`config.mk`:
```
export PLATFORM = sky130hd
export DESIGN_NAME = lru_key_value_cache_top_flat
export DESIGN_NICKNAME = d
export VERILOG_FILES = /design/src/hdl/lkvc_pkg.sv /design/src/hdl/lkvc_ifs.sv /design/src/hdl/lkvc_store.sv /design/src/hdl/lru_key_value_cache_top.sv /design/src/flat_wrapper.sv
export SDC_FILE = /design/constraint.sdc
export NUM_CORES = 2
export LEC_CHECK = 0
export BUFFER_PORTS_ARGS = -buffer_cell sky130_fd_sc_hd__buf_4
export CORE_AREA = 2 2 579 408
export DETAILED_ROUTE_END_ITERATION = 7
export DIE_AREA = 0 0 581 410
export HOLD_SLACK_MARGIN = 0.08
export PLACE_DENSITY = 0.61
export SYNTH_ARGS = -nofsm -noshare
export SYNTH_HDL_FRONTEND = slang
export SYNTH_SLANG_ARGS = --single-unit
```
`constraint.sdc`:
```
create_clock -name clk -period 6.6 [get_ports clk]
set_clock_uncertainty 0.1 [all_clocks]
set_input_delay 1.65 -clock clk [delete_from_list [all_inputs] [get_ports clk]]
set_output_delay 1.65 -clock clk [all_outputs]
set_load 0.05 [all_outputs]
```
`src/hdl/lkvc_pkg.sv`:
```
// Shared constants for the LRU key-value cache.
// No dependencies; every other file in hdl imports this package.
`timescale 1ns / 1ps
`default_nettype none

package lkvc_pkg;

    localparam int KEY_BITS  = 32;
    localparam int WORD_BITS = 64;
    localparam int CAP_BITS  = 5;

    localparam logic [CAP_BITS-1:0] CAP_RESET = 5'd16;

    // Operation codes carried in the kind field.
    localparam logic KIND_GET = 1'b0;
    localparam logic KIND_PUT = 1'b1;

endpackage

`default_nettype wire

```
`src/hdl/lkvc_ifs.sv`:
```
// Valid/ready channel interfaces for the LRU key-value cache.
// Depends on lkvc_pkg for the field widths.
`timescale 1ns / 1ps
`default_nettype none

interface lkvc_req_if import lkvc_pkg::*; ();
    logic                       valid;
    logic                       ready;
    logic                       kind;
    logic signed [KEY_BITS-1:0] lookup_key;
    logic [WORD_BITS-1:0]       write_value;

    modport source (output valid, output kind, output lookup_key, output write_value,
                    input ready);
    modport sink   (input valid, input kind, input lookup_key, input write_value,
                    output ready);
endinterface

interface lkvc_rsp_if import lkvc_pkg::*; ();
    logic                 valid;
    logic                 ready;
    logic                 hit;
    logic [WORD_BITS-1:0] read_value;

    modport source (output valid, output hit, output read_value, input ready);
    modport sink   (input valid, input hit, input read_value, output ready);
endinterface

interface lkvc_cfg_if import lkvc_pkg::*; ();
    logic                valid;
    logic                ready;
    logic [CAP_BITS-1:0] capacity_limit;

    modport source (output valid, output capacity_limit, input ready);
    modport sink   (input valid, input capacity_limit, output ready);
endinterface

`default_nettype wire

```
`src/hdl/lkvc_store.sv`:
```
// Key and value memory of the LRU key-value cache: one write port, one
// registered read port. Depends on lkvc_pkg for the key width.
`timescale 1ns / 1ps
`default_nettype none

module lkvc_store import lkvc_pkg::*; #(
    parameter int ENTRIES    = 16,
    parameter int VALUE_BITS = 64,
    parameter int ADDR_BITS  = 4
) (
    input  wire logic                  clk,
    input  wire logic                  wr_en,
    input  wire logic [ADDR_BITS-1:0]  wr_addr,
    input  wire logic [KEY_BITS-1:0]   wr_key,
    input  wire logic [VALUE_BITS-1:0] wr_value,
    input  wire logic                  rd_en,
    input  wire logic [ADDR_BITS-1:0]  rd_addr,
    output logic [KEY_BITS-1:0]        rd_key,
    output logic [VALUE_BITS-1:0]      rd_value
);

    logic [KEY_BITS-1:0]   key_mem   [ENTRIES];
    logic [VALUE_BITS-1:0] value_mem [ENTRIES];

    always_ff @(posedge clk)
    begin
        if (wr_en)
        begin
            key_mem[wr_addr]   <= wr_key;
            value_mem[wr_addr] <= wr_value;
        end
    end

    always_ff @(posedge clk)
    begin
        if (rd_en)
        begin
            rd_key   <= key_mem[rd_addr];
            rd_value <= value_mem[rd_addr];
        end
    end

endmodule

`default_nettype wire

```
`src/hdl/lru_key_value_cache_top.sv`:
```
// Top level of the LRU key-value cache: sequencer, recency ranks and result register.
// Depends on lkvc_pkg, the channel interfaces in lkvc_ifs.sv and lkvc_store.
//
//   channel   direction  payload                          role
//   request   in         kind, lookup_key, write_value    get or put on one key
//   result    out        hit, read_value                  one per request
//   cap_cfg   in         capacity_limit                   entries kept before eviction
//
// Each request is accepted while idle; in the scan state the key memory's single
// read port then streams the stored keys, one entry after another, past a shared
// comparator; the drain state does the last compare, the update state updates
// the ranks and writes the memory, and the done state loads the result register
// once it is free. request.ready is high only while idle.
// The result register holds a finished result while the sequencer returns to
// idle, so the next request is taken even if the result is not yet consumed.
// Reset (rst_n low, asynchronous) empties the store at once; no clearing pass.
`timescale 1ns / 1ps
`default_nettype none

module lru_key_value_cache_top import lkvc_pkg::*; #(
    parameter int ENTRIES    = 16,
    parameter int VALUE_BITS = 64
) (
    input  wire logic   clk,
    input  wire logic   rst_n,
    lkvc_req_if.sink    request,
    lkvc_rsp_if.source  result,
    lkvc_cfg_if.sink    cap_cfg
);

    // Slot index and rank widths; the count must also hold ENTRIES itself.
    localparam int AW = (ENTRIES > 1) ? $clog2(ENTRIES) : 1;
    localparam int RW = AW;
    localparam int CW = $clog2(ENTRIES + 1);

    // Sequencer states.
    localparam logic [2:0] ST_IDLE   = 3'd0;
    localparam logic [2:0] ST_SCAN   = 3'd1;
    localparam logic [2:0] ST_DRAIN  = 3'd2;
    localparam logic [2:0] ST_UPDATE = 3'd3;
    localparam logic [2:0] ST_DONE   = 3'd4;

    logic [2:0]            state_reg, state_next;
    logic [CAP_BITS-1:0]   limit_reg;

    // Latched request.
    logic                  kind_reg;
    logic [KEY_BITS-1:0]   key_reg;
    logic [VALUE_BITS-1:0] wval_reg;

    // Scan address and the compare stage that trails it in the next cycle.
    logic [AW-1:0]         scan_idx_reg;
    logic                  cmp_vld_reg;
    logic [AW-1:0]         cmp_idx_reg;

    // Scan findings.
    logic                  found_reg;
    logic [AW-1:0]         hit_slot_reg;
    logic [RW-1:0]         hit_rank_reg;
    logic [VALUE_BITS-1:0] hit_val_reg;
    logic [AW-1:0]         lru_slot_reg;
    logic                  free_found_reg;
    logic [AW-1:0]         free_slot_reg;

    // Per-entry state held in flip-flops.
    logic [ENTRIES-1:0]    valid_reg, valid_next;
    logic [RW-1:0]         rank_reg  [ENTRIES];
    logic [RW-1:0]         rank_next [ENTRIES];
    logic [CW-1:0]         count_reg, count_next;

    // Result register.
    logic                  res_valid_reg;
    logic                  res_hit_reg;
    logic [WORD_BITS-1:0]  res_value_reg;

    // Memory ports.
    logic                  mem_we;
    logic [AW-1:0]         mem_waddr;
    logic [KEY_BITS-1:0]   mem_rd_key;
    logic [VALUE_BITS-1:0] mem_rd_value;

    logic                  do_evict;
    logic [AW-1:0]         new_slot;
    logic                  cmp_entry_valid;
    logic [RW-1:0]         cmp_entry_rank;
    logic                  res_load;

    assign request.ready = (state_reg == ST_IDLE);
    assign cap_cfg.ready = 1'b1;

    assign result.valid      = res_valid_reg;
    assign result.hit        = res_hit_reg;
    assign result.read_value = res_value_reg;

    lkvc_store #(
        .ENTRIES    (ENTRIES),
        .VALUE_BITS (VALUE_BITS),
        .ADDR_BITS  (AW)
    ) u_store (
        .clk      (clk),
        .wr_en    (mem_we),
        .wr_addr  (mem_waddr),
        .wr_key   (key_reg),
        .wr_value (wval_reg),
        .rd_en    (state_reg == ST_SCAN),
        .rd_addr  (scan_idx_reg),
        .rd_key   (mem_rd_key),
        .rd_value (mem_rd_value)
    );

    // The entry whose key is in the memory's read register this cycle.
    assign cmp_entry_valid = valid_reg[cmp_idx_reg];
    assign cmp_entry_rank  = rank_reg[cmp_idx_reg];

    // A new key must evict when the store is full or already holds the
    // configured capacity. A limit above ENTRIES reduces to the full test.
    assign do_evict = (count_reg >= CW'(ENTRIES))
                   || (32'(count_reg) >= 32'(limit_reg));
    assign new_slot = do_evict ? lru_slot_reg : free_slot_reg;

    assign res_load = (state_reg == ST_DONE) && (!res_valid_reg || result.ready);

    always_comb
    begin
        state_next = state_reg;
        case (state_reg)
            ST_IDLE:
            begin
                if (request.valid)
                begin
                    state_next = ST_SCAN;
                end
            end
            ST_SCAN:
            begin
                if (scan_idx_reg == AW'(ENTRIES - 1))
                begin
                    state_next = ST_DRAIN;
                end
            end
            ST_DRAIN:
            begin
                state_next = ST_UPDATE;
            end
            ST_UPDATE:
            begin
                state_next = ST_DONE;
            end
            ST_DONE:
            begin
                if (res_load)
                begin
                    state_next = ST_IDLE;
                end
            end
            default:
            begin
                state_next = ST_IDLE;
            end
        endcase
    end

    // Recency and occupancy update. On a hit, every entry more recent than
    // the hit entry ages by one; on an insert, every valid entry ages by one.
    // An evicted entry is reused in place, so its valid bit stays set.
    always_comb
    begin
        valid_next = valid_reg;
        rank_next  = rank_reg;
        count_next = count_reg;
        mem_we     = 1'b0;
        mem_waddr  = hit_slot_reg;
        if (state_reg == ST_UPDATE)
        begin
            if (found_reg)
            begin
                for (int i = 0; i < ENTRIES; i++)
                begin
                    if (valid_reg[i] && (rank_reg[i] < hit_rank_reg))
                    begin
                        rank_next[i] = rank_reg[i] + RW'(1);
                    end
                end
                rank_next[hit_slot_reg] = '0;
                mem_we = (kind_reg == KIND_PUT);
            end
            else if ((kind_reg == KIND_PUT) && !(do_evict && (count_reg == '0)))
            begin
                for (int i = 0; i < ENTRIES; i++)
                begin
                    if (valid_reg[i])
                    begin
                        rank_next[i] = rank_reg[i] + RW'(1);
                    end
                end
                valid_next[new_slot] = 1'b1;
                rank_next[new_slot]  = '0;
                mem_we    = 1'b1;
                mem_waddr = new_slot;
                if (!do_evict)
                begin
                    count_next = count_reg + CW'(1);
                end
            end
        end
    end

    always_ff @(posedge clk or negedge rst_n)
    begin
        if (!rst_n)
        begin
            state_reg     <= ST_IDLE;
            limit_reg     <= CAP_RESET;
            valid_reg     <= '0;
            count_reg     <= '0;
            cmp_vld_reg   <= 1'b0;
            res_valid_reg <= 1'b0;
            for (int i = 0; i < ENTRIES; i++)
            begin
                rank_reg[i] <= '0;
            end
        end
        else
        begin
            state_reg   <= state_next;
            valid_reg   <= valid_next;
            rank_reg    <= rank_next;
            count_reg   <= count_next;
            cmp_vld_reg <= (state_reg == ST_SCAN);
            if (cap_cfg.valid)
            begin
                limit_reg <= cap_cfg.capacity_limit;
            end
            if (res_load)
            begin
                res_valid_reg <= 1'b1;
            end
            else if (result.ready)
            begin
                res_valid_reg <= 1'b0;
            end
        end
    end

    // Datapath registers without reset.
    always_ff @(posedge clk)
    begin
        if (request.valid && request.ready)
        begin
            kind_reg       <= request.kind;
            key_reg        <= request.lookup_key;
            wval_reg       <= request.write_value[VALUE_BITS-1:0];
            scan_idx_reg   <= '0;
            found_reg      <= 1'b0;
            free_found_reg <= 1'b0;
            lru_slot_reg   <= '0;
            free_slot_reg  <= '0;
        end
        if (state_reg == ST_SCAN)
        begin
            scan_idx_reg <= scan_idx_reg + AW'(1);
            cmp_idx_reg  <= scan_idx_reg;
        end
        if (cmp_vld_reg)
        begin
            // First matching valid entry wins.
            if (!found_reg && cmp_entry_valid && (mem_rd_key == key_reg))
            begin
                found_reg    <= 1'b1;
                hit_slot_reg <= cmp_idx_reg;
                hit_rank_reg <= cmp_entry_rank;
                hit_val_reg  <= mem_rd_value;
            end
            // The least recent valid entry holds rank count - 1.
            if (cmp_entry_valid && ((CW'(cmp_entry_rank) + CW'(1)) == count_reg))
            begin
                lru_slot_reg <= cmp_idx_reg;
            end
            // Lowest-numbered free slot.
            if (!free_found_reg && !cmp_entry_valid)
            begin
                free_found_reg <= 1'b1;
                free_slot_reg  <= cmp_idx_reg;
            end
        end
        if (res_load)
        begin
            res_hit_reg   <= found_reg;
            res_value_reg <= found_reg ? WORD_BITS'(hit_val_reg) : '0;
        end
    end

    // The fill count always agrees with the number of occupied slots.
    assert property (@(posedge clk) disable iff (!rst_n)
        $countones(valid_reg) == 32'(count_reg))
        else $error("entry count differs from occupied slots");

    // The count never exceeds the store size.
    assert property (@(posedge clk) disable iff (!rst_n)
        32'(count_reg) <= 32'(ENTRIES))
        else $error("entry count above store size");

    // A hit found by the scan always points at an occupied slot.
    assert property (@(posedge clk) disable iff (!rst_n)
        (state_reg == ST_UPDATE) && found_reg |-> valid_reg[hit_slot_reg])
        else $error("hit on an empty slot");

    // An accepted request always starts a scan in the next cycle.
    assert property (@(posedge clk) disable iff (!rst_n)
        request.valid && request.ready |=> (state_reg == ST_SCAN) && (scan_idx_reg == '0))
        else $error("scan did not start after a request");

endmodule

`default_nettype wire
```
`src/flat_wrapper.sv`:
```
// flat-port wrapper written by rule: the top's interface ports become plain ports
module lru_key_value_cache_top_flat import lkvc_pkg::*;
#(
    parameter int ENTRIES    = 16,
    parameter int VALUE_BITS = 64
)
  (clk, rst_n, request_valid, request_kind, request_lookup_key, request_write_value, request_ready, result_valid, result_hit, result_read_value, result_ready, cap_cfg_valid, cap_cfg_capacity_limit, cap_cfg_ready);
  lkvc_req_if request_i ();
  lkvc_rsp_if result_i ();
  lkvc_cfg_if cap_cfg_i ();
  input  wire logic clk;
  input  wire logic rst_n;
  input wire logic [$bits(request_i.valid)-1:0] request_valid;
  input wire logic [$bits(request_i.kind)-1:0] request_kind;
  input wire logic [$bits(request_i.lookup_key)-1:0] request_lookup_key;
  input wire logic [$bits(request_i.write_value)-1:0] request_write_value;
  output wire logic [$bits(request_i.ready)-1:0] request_ready;
  output wire logic [$bits(result_i.valid)-1:0] result_valid;
  output wire logic [$bits(result_i.hit)-1:0] result_hit;
  output wire logic [$bits(result_i.read_value)-1:0] result_read_value;
  input wire logic [$bits(result_i.ready)-1:0] result_ready;
  input wire logic [$bits(cap_cfg_i.valid)-1:0] cap_cfg_valid;
  input wire logic [$bits(cap_cfg_i.capacity_limit)-1:0] cap_cfg_capacity_limit;
  output wire logic [$bits(cap_cfg_i.ready)-1:0] cap_cfg_ready;
  assign request_i.valid = request_valid;
  assign request_i.kind = request_kind;
  assign request_i.lookup_key = request_lookup_key;
  assign request_i.write_value = request_write_value;
  assign request_ready = request_i.ready;
  assign result_valid = result_i.valid;
  assign result_hit = result_i.hit;
  assign result_read_value = result_i.read_value;
  assign result_i.ready = result_ready;
  assign cap_cfg_i.valid = cap_cfg_valid;
  assign cap_cfg_i.capacity_limit = cap_cfg_capacity_limit;
  assign cap_cfg_ready = cap_cfg_i.ready;
  lru_key_value_cache_top #(.ENTRIES(ENTRIES), .VALUE_BITS(VALUE_BITS)) u_core (.clk(clk), .rst_n(rst_n), .request(request_i), .result(result_i), .cap_cfg(cap_cfg_i));
endmodule
```
=== Word-level counts from Yosys, hierarchy flattened ===
Memory sizes are Yosys's and may differ from the RTL's. A register that Yosys moved wholly into a read port is not among the register bits.
Cells that the tools add are included.
Widths: inputs -> output; s select.

* Flip-flop bits (word level): 347
* Bits in writable memories: 1536
* Bits of input ports: 107
* Output and inout bits: 68
* Logic and storage cells: 301
* Memories kept: 2

{| class="wikitable"
|+ Memory list
! memory !! depth !! width !! rd ports !! clocked after Yosys merged registers in !! write ports !! RTL line !! RTL
|-
| u_core.u_store.value_mem || 16 || 64 || 1 || 1 || 1 || lkvc_store.sv:23 || <nowiki>logic [VALUE_BITS-1:0] value_mem [ENTRIES];</nowiki>
|-
| u_core.u_store.key_mem || 16 || 32 || 1 || 1 || 1 || lkvc_store.sv:22 || <nowiki>logic [KEY_BITS-1:0] key_mem [ENTRIES];</nowiki>
|}

* $add $sub $neg: 19
* Order comparisons: 26
* Equality and inequality tests: 10
* Multiplexer cells: 154
* Bitwise gates (word level): 10
* Reduce and logical (&&, ||, !) cells: 44

{| class="wikitable"
|+ Operators by type and width
! operator !! count
|-
| $mux 4 || 128
|-
| $and 64x64->64 || 2
|-
| $mux 64 || 2
|-
| $not 64->64 || 2
|-
| $add 4x1->4 const B || 17
|-
| $lt 4x4->1 || 16
|-
| $demux 4 s4 || 2
|-
| $eq 32x32->1 || 1
|-
| $logic_and 1x1->1 || 27
|-
| $ge 5x5->1 const B || 4
|-
| $bmux 4 s4 || 1
|-
| $or 16x16->16 || 1
|-
| $mux 1 || 15
|-
| $not 4->5 || 3
|-
| $pmux 3 s5 || 1
|-
| $lt 4x5->1 const B || 2
|-
| $lt 5x1->1 const B || 2
|-
| $mux 3 || 3
|-
| $eq 3x2->1 const B || 2
|-
| $reduce_and 3->1 || 2
|-
| $reduce_bool 2->1 || 3
|-
| $add 4x1->5 const B || 1
|-
| $add 5x1->5 const B || 1
|-
| $eq 5x5->1 || 1
|-
| other kinds (16) || 24
|}

=== Logic depth before layout (Yosys ltp) ===
* Depth after elaboration: 12
* Depth in mapped cells: 13
* Gate-level depth less buffers: 11

=== By module ===
Synthesis repeated with hierarchy kept, for this count alone.

* Cell total of the unflattened synthesis: 3758
* Area total of the unflattened synthesis: 76781.1 um^2

{| class="wikitable"
|+ By module, submodules not included
! module !! instances !! cells each !! area an instance (um^2) !! seq. area each (um^2)
|-
| lkvc_store || 1 || 2460 || 60315.3 || 49007.0
|-
| lru_key_value_cache_top || 1 || 1298 || 16465.8 || 9845.7
|}

=== Least setup slack after synthesis ===
No wires, ideal clock.

* Path type: register to register
* Start point: register u_core.count_reg[0]
* End point: memory u_core.u_store.key_mem[8][0] (enable)
* Setup time: 0.551 ns
* Arrival: 6.512 ns
* Data required time: 5.949 ns
* Slack: -0.563 ns
* Cell stages (with the launch flop): 13
* Buffers on the path: 3
* Period minus slack after synthesis: 7.163 ns
* Cells stage by stage: dfrtp_1 > inv_1 > ha_1 > nand2b_1 > a21o_1 > a21oi_1 > o21a_1 > buf_2 > buf_2 > buf_1 > o311a_1 > nand3_1 > nor2_1

* Longest elaborated chain between the ends: 10
* Elaborated cells between the ends (all ways): 16
* Those cells by class: order compare (2); mux (9); reduce/logical (5)

{| class="wikitable"
|+ Ends and longest elaborated chain
! element !! RTL line !! RTL
|-
| start, declared || lru_key_value_cache_top.sv:69 || <nowiki>logic [CW-1:0] count_reg, count_next;</nowiki>
|-
| start signal, assigned || lru_key_value_cache_top.sv:228 || <nowiki>count_reg <= count_next;</nowiki>
|-
| $ge 5x5->1, on equally long branches || lru_key_value_cache_top.sv:117, lru_key_value_cache_top.sv:118 ||
|-
| $logic_or 1x1->1 || lru_key_value_cache_top.sv:118 || <nowiki>|| (32'(count_reg) >= 32'(limit_reg));</nowiki>
|-
| $logic_and 1x1->1 || lru_key_value_cache_top.sv:187 || <nowiki>else if ((kind_reg == KIND_PUT) && !(do_evict && (count_reg == '0)))</nowiki>
|-
| $logic_not 1->1 || lru_key_value_cache_top.sv:187 ||
|-
| $logic_and 1x1->1 || lru_key_value_cache_top.sv:187 ||
|-
| $mux 1 || lru_key_value_cache_top.sv:187 ||
|-
| $mux 1 || lru_key_value_cache_top.sv:175 || <nowiki>if (found_reg)</nowiki>
|-
| $mux 1 || lru_key_value_cache_top.sv:173 || <nowiki>if (state_reg == ST_UPDATE)</nowiki>
|-
| $mux 1 || lkvc_store.sv:27 || <nowiki>if (wr_en)</nowiki>
|-
| $mux 1 (implied by the code) || lkvc_store.sv:29 || <nowiki>key_mem[wr_addr] <= wr_key;</nowiki>
|-
| end, declared || lkvc_store.sv:22 ||
|}

Parallel ways exist; a longest one is shown, timed or not.

=== Worst setup path after layout ===
* Start point: register u_core.count_reg[0]
* End point: memory u_core.u_store.value_mem[13][49] (enable)

* Longest elaborated chain between the ends: 10
* Elaborated cells between the ends (all ways): 16
* Those cells by class: order compare (2); mux (9); reduce/logical (5)

{| class="wikitable"
|+ Ends and longest elaborated chain
! element !! RTL line !! RTL
|-
| $ge 5x5->1, on equally long branches || lru_key_value_cache_top.sv:117, lru_key_value_cache_top.sv:118 ||
|-
| $logic_or 1x1->1 || lru_key_value_cache_top.sv:118 ||
|-
| $logic_and 1x1->1 || lru_key_value_cache_top.sv:187 ||
|-
| $logic_not 1->1 || lru_key_value_cache_top.sv:187 ||
|-
| $logic_and 1x1->1 || lru_key_value_cache_top.sv:187 ||
|-
| $mux 1 || lru_key_value_cache_top.sv:187 ||
|-
| $mux 1 || lru_key_value_cache_top.sv:175 ||
|-
| $mux 1 || lru_key_value_cache_top.sv:173 ||
|-
| $mux 1 || lkvc_store.sv:27 ||
|-
| $mux 1 (implied by the code) || lkvc_store.sv:30 || <nowiki>value_mem[wr_addr] <= wr_value;</nowiki>
|-
| end, declared || lkvc_store.sv:23 ||
|}

Parallel ways exist; a longest one is shown, timed or not.

==> out/qor.csv <==
stage,metric,value,unit
setup_path,regToRegEndpoint,u_core.u_store.value_mem[13][49],
worst_hold_path,hold_class,flip-flop to flip-flop,
timing,rsz0062_at_grt,no,
power_and_ir_drop,power_leakage,28.54,nW
global_routing,grt_pass1_wl,269.5,mm
floorplan,ios,175,
setup_path,critPathKind,flip-flop to flip-flop,
synthesis,synth_async_sr_flop_share,4.800,%
cells_and_area,nets,3934,
setup_path,rr_startpoint,u_core.count_reg[0],
power_and_ir_drop,internal_power,0.02414,W
cells_and_area,layout_common_cells,"edfxtp_1, mux4_2, buf_4",
global_routing,gr-total-overflow,0,
setup_path,reg2reg_depth,11,
clock_tree,cts_tree,built,
routing,first_pass_iters,6,
floorplan,die_area,0.2382,sq mm
placed_design,placed_cells,6659,
setup_path,cp-end-kind,flip-flop,
routing,wirelength,189.1,mm
timing,worstMarginPinSlew,1.126,ns
cells_and_area,syn2layout_area_growth,15.18,%
clock_tree,clock_path_buffers,4,
clock_tree,cts_sinks,1979,
setup_path,reg2reg_setup_slack,1.71,ns
power_and_ir_drop,power.share.switching,27.84,%
cells_and_area,layoutNonFillerInstCount,6998,
clock_tree,clock_latency,0.85,ns
global_routing,grt_use_total,15.63,%
routing,drtIter0Drc,4590,
timing,timing.hold.ws,0.2934,ns
synthesis,synth_edf_count,1874,
timing,fmax,0.2044,GHz
status,outcome,"finished, final reports clean",
clock_tree,clk_pin_slew,0.07,ns
routing,drc,0,
setup_path,worstPathRequired,6.97,ns
placed_design,io_buffers,173,
timing,min_period,4.893,ns
cells_and_area,largest_reg_flops,1024,
global_routing,grt_max_degree,141,
placed_design,dp_hpwl,115.7,mm
placed_design,gp_congestion,0.8589,
routing,via_per_inst,5.196,
cells_and_area,largest-register,u_core.u_store.value_mem,
routing,num_vias,36360,
timing,report.final.slew_viol_count,0,
clock_tree,numCtsBuffers,188,
clock_tree,cts_hold_buf,0,
cells_and_area,layout-drive-gt1-share,27.51,%
setup_path,arrival,5.26,ns
setup_path,startpoint,u_core.count_reg[0],
setup_path,path_max_fanout,58,
synthesis,ys_ff_latch,1979,
power_and_ir_drop,clkPwrFrac,32.0,%
worst_hold_path,hold_start,u_core.u_store.rd_value[25],
setup_path,critPathLaunchType,flip-flop,
synthesis,yosysUniqueCellTypes,68,
synthesis,synth_nets,3645,
timing,slew_headroom,24.47,%
power_and_ir_drop,pwr-share-seq,46.7,%
power_and_ir_drop,ir_drop,0.3677,mV
flow_run,maxCapViolations,0,
timing,hold_violations,0,
floorplan,start_util,32.72,%
timing,setup_viol,0,
clock_tree,postCtsSetupBuffers,0,
floorplan,chipHeight,410,microns
floorplan,die_w,581,microns
synthesis,synth_area_per_cell,22.06,sq um
power_and_ir_drop,net-switching-power,0.009311,W
synthesis,ys.flop_type,edfxtp_1,
timing,fin_crit_sh,74.14,%
synthesis,syn_inst,3465,
clock_tree,cts_resized,0,
worst_hold_path,min_path_cells,0,
global_routing,grt_pass1_vias,35830,
routing,wl_per_cell,27.02,microns
synthesis,ys_seq_area_share,76.99,%
timing,layout_setup_ws,1.707,ns
power_and_ir_drop,power_density,379.9,mW/mm^2
cells_and_area,reg_top3,"u_core.u_store.value_mem x1024, u_core.u_store.key_mem x512",
floorplan,coreArea,0.2336,sq mm
placed_design,pre_cts_ws,1.860,ns
clock_tree,ctsRootBufferMaster,clkbuf_16,
synthesis,yosysWarnings,0,
global_routing,antenna_found_initial,13,
routing,detail-route-antenna-nets,0,
cells_and_area,final_common_cell,edfxtp_1,
synthesis,synthesis.area,0.07644,sq mm
worst_hold_path,min_to,u_core.hit_val_reg[25],
clock_tree,htree_levels,4,
floorplan,rows,149,
power_and_ir_drop,combPwrFrac,21.3,%
power_and_ir_drop,power.total,0.03345,W
[worst max path at each step]
| stage | slack [ns] | endpoint | cells after the start |
|---|---|---|---|
| CTS | 1.86 | u_core.u_store.value_mem[13][29] | 11 |
| floorplan | -0.56 | u_core.u_store.key_mem[8][0] | 12 |
| finish | 1.71 | u_core.u_store.value_mem[13][49] | 11 |
| global placement | 1.85 | u_core.u_store.value_mem[14][35] | 11 |
| global route | 1.57 | u_core.u_store.value_mem[13][35] | 11 |
| detailed placement | 1.86 | u_core.u_store.value_mem[14][35] | 11 |
[critical path: stages (launching register included)]
cell	delay, ns
dfrtp_1	0.43
inv_1	0.11
ha_1	0.29
nand2b_1	0.14
a21o_1	0.18
a21oi_1	0.67
o21a_1	0.36
o21ai_1	0.22
a22oi_1	0.34
nand3_1	0.42
nor2_4	0.81
buf_12	0.38
[synthesized netlist by cell type, types with 33 or more instances]
library cell / count / share of area, %
nand3_1: 37 / 0.24
a21o_1: 37 / 0.36
nor2_1: 77 / 0.38
and2_1: 71 / 0.58
nand2_1: 72 / 0.35
dfrtp_1: 94 / 3.1
a31oi_1: 41 / 0.34
nand2b_1: 36 / 0.29
edfxtp_1: 1874 / 74
xor2_1: 33 / 0.38
ha_1: 73 / 1.2
a21oi_1: 46 / 0.30
o21ai_0: 37 / 0.24
clkbuf_1: 116 / 0.57
mux4_2: 500 / 15
[routing by layer]
metal,wire (microns),track usage (%),vias to the layer above
li1,-,-,15100
met1,85470,23.89,19550
met2,80300,21.80,1507
met3,20630,5.048,208
met4,2706,2.702,2
met5,7,0,-
[metrics by stage]
step	TNS, ns	area (sq um)	util (%)
4_1_cts	0	88040	37.69
3_3_place_gp	0	82030	35.12
6_report	0	88040	37.69
2_1_floorplan	-853.62	76440	-
3_5_place_dp	0	82030	35.12
5_1_grt	0	88040	37.69
[kinds of logic (layout without fill, tap and decap cells)]
logic type                 count (synthesis)  in the layout  share of synthesized area (%)
muxes                                    544            544                          15.40
adders and majority gates                 73             73                          1.195
DFF                                     1979           1979                          76.99
AOI/OAI and AO/OA                        269            269                          2.360
buffers and inverters                    180            616                         0.9231
other                                      1              3                       0.004906
and+or+nand+nor                          364            364                          2.498
xor gates and xnor gates                  55             55                         0.6302
[cell type report]
type	count	area [sq um]
sequential	1979	58860
fill	20860	145600
antenna	2	5.005
multi-input combinational	1306	17030
tap	3095	3872
inverter	31	126.4
clock buffer	229	5014
clock inverter	108	992.2
timing repair buffer	248	2150
[power by group through the flow]
stage	clock, W	sequential, W	combinational, W
global placement	0	0.0159	0.00722
global route	0.0114	0.0157	0.00757
CTS	0.0109	0.0156	0.00725
detailed placement	0	0.0159	0.00722
floorplan	0	0.0155	0.00484
finish	0.0107	0.0156	0.00713
No activity file was read; power rests on OpenSTA's default activity.
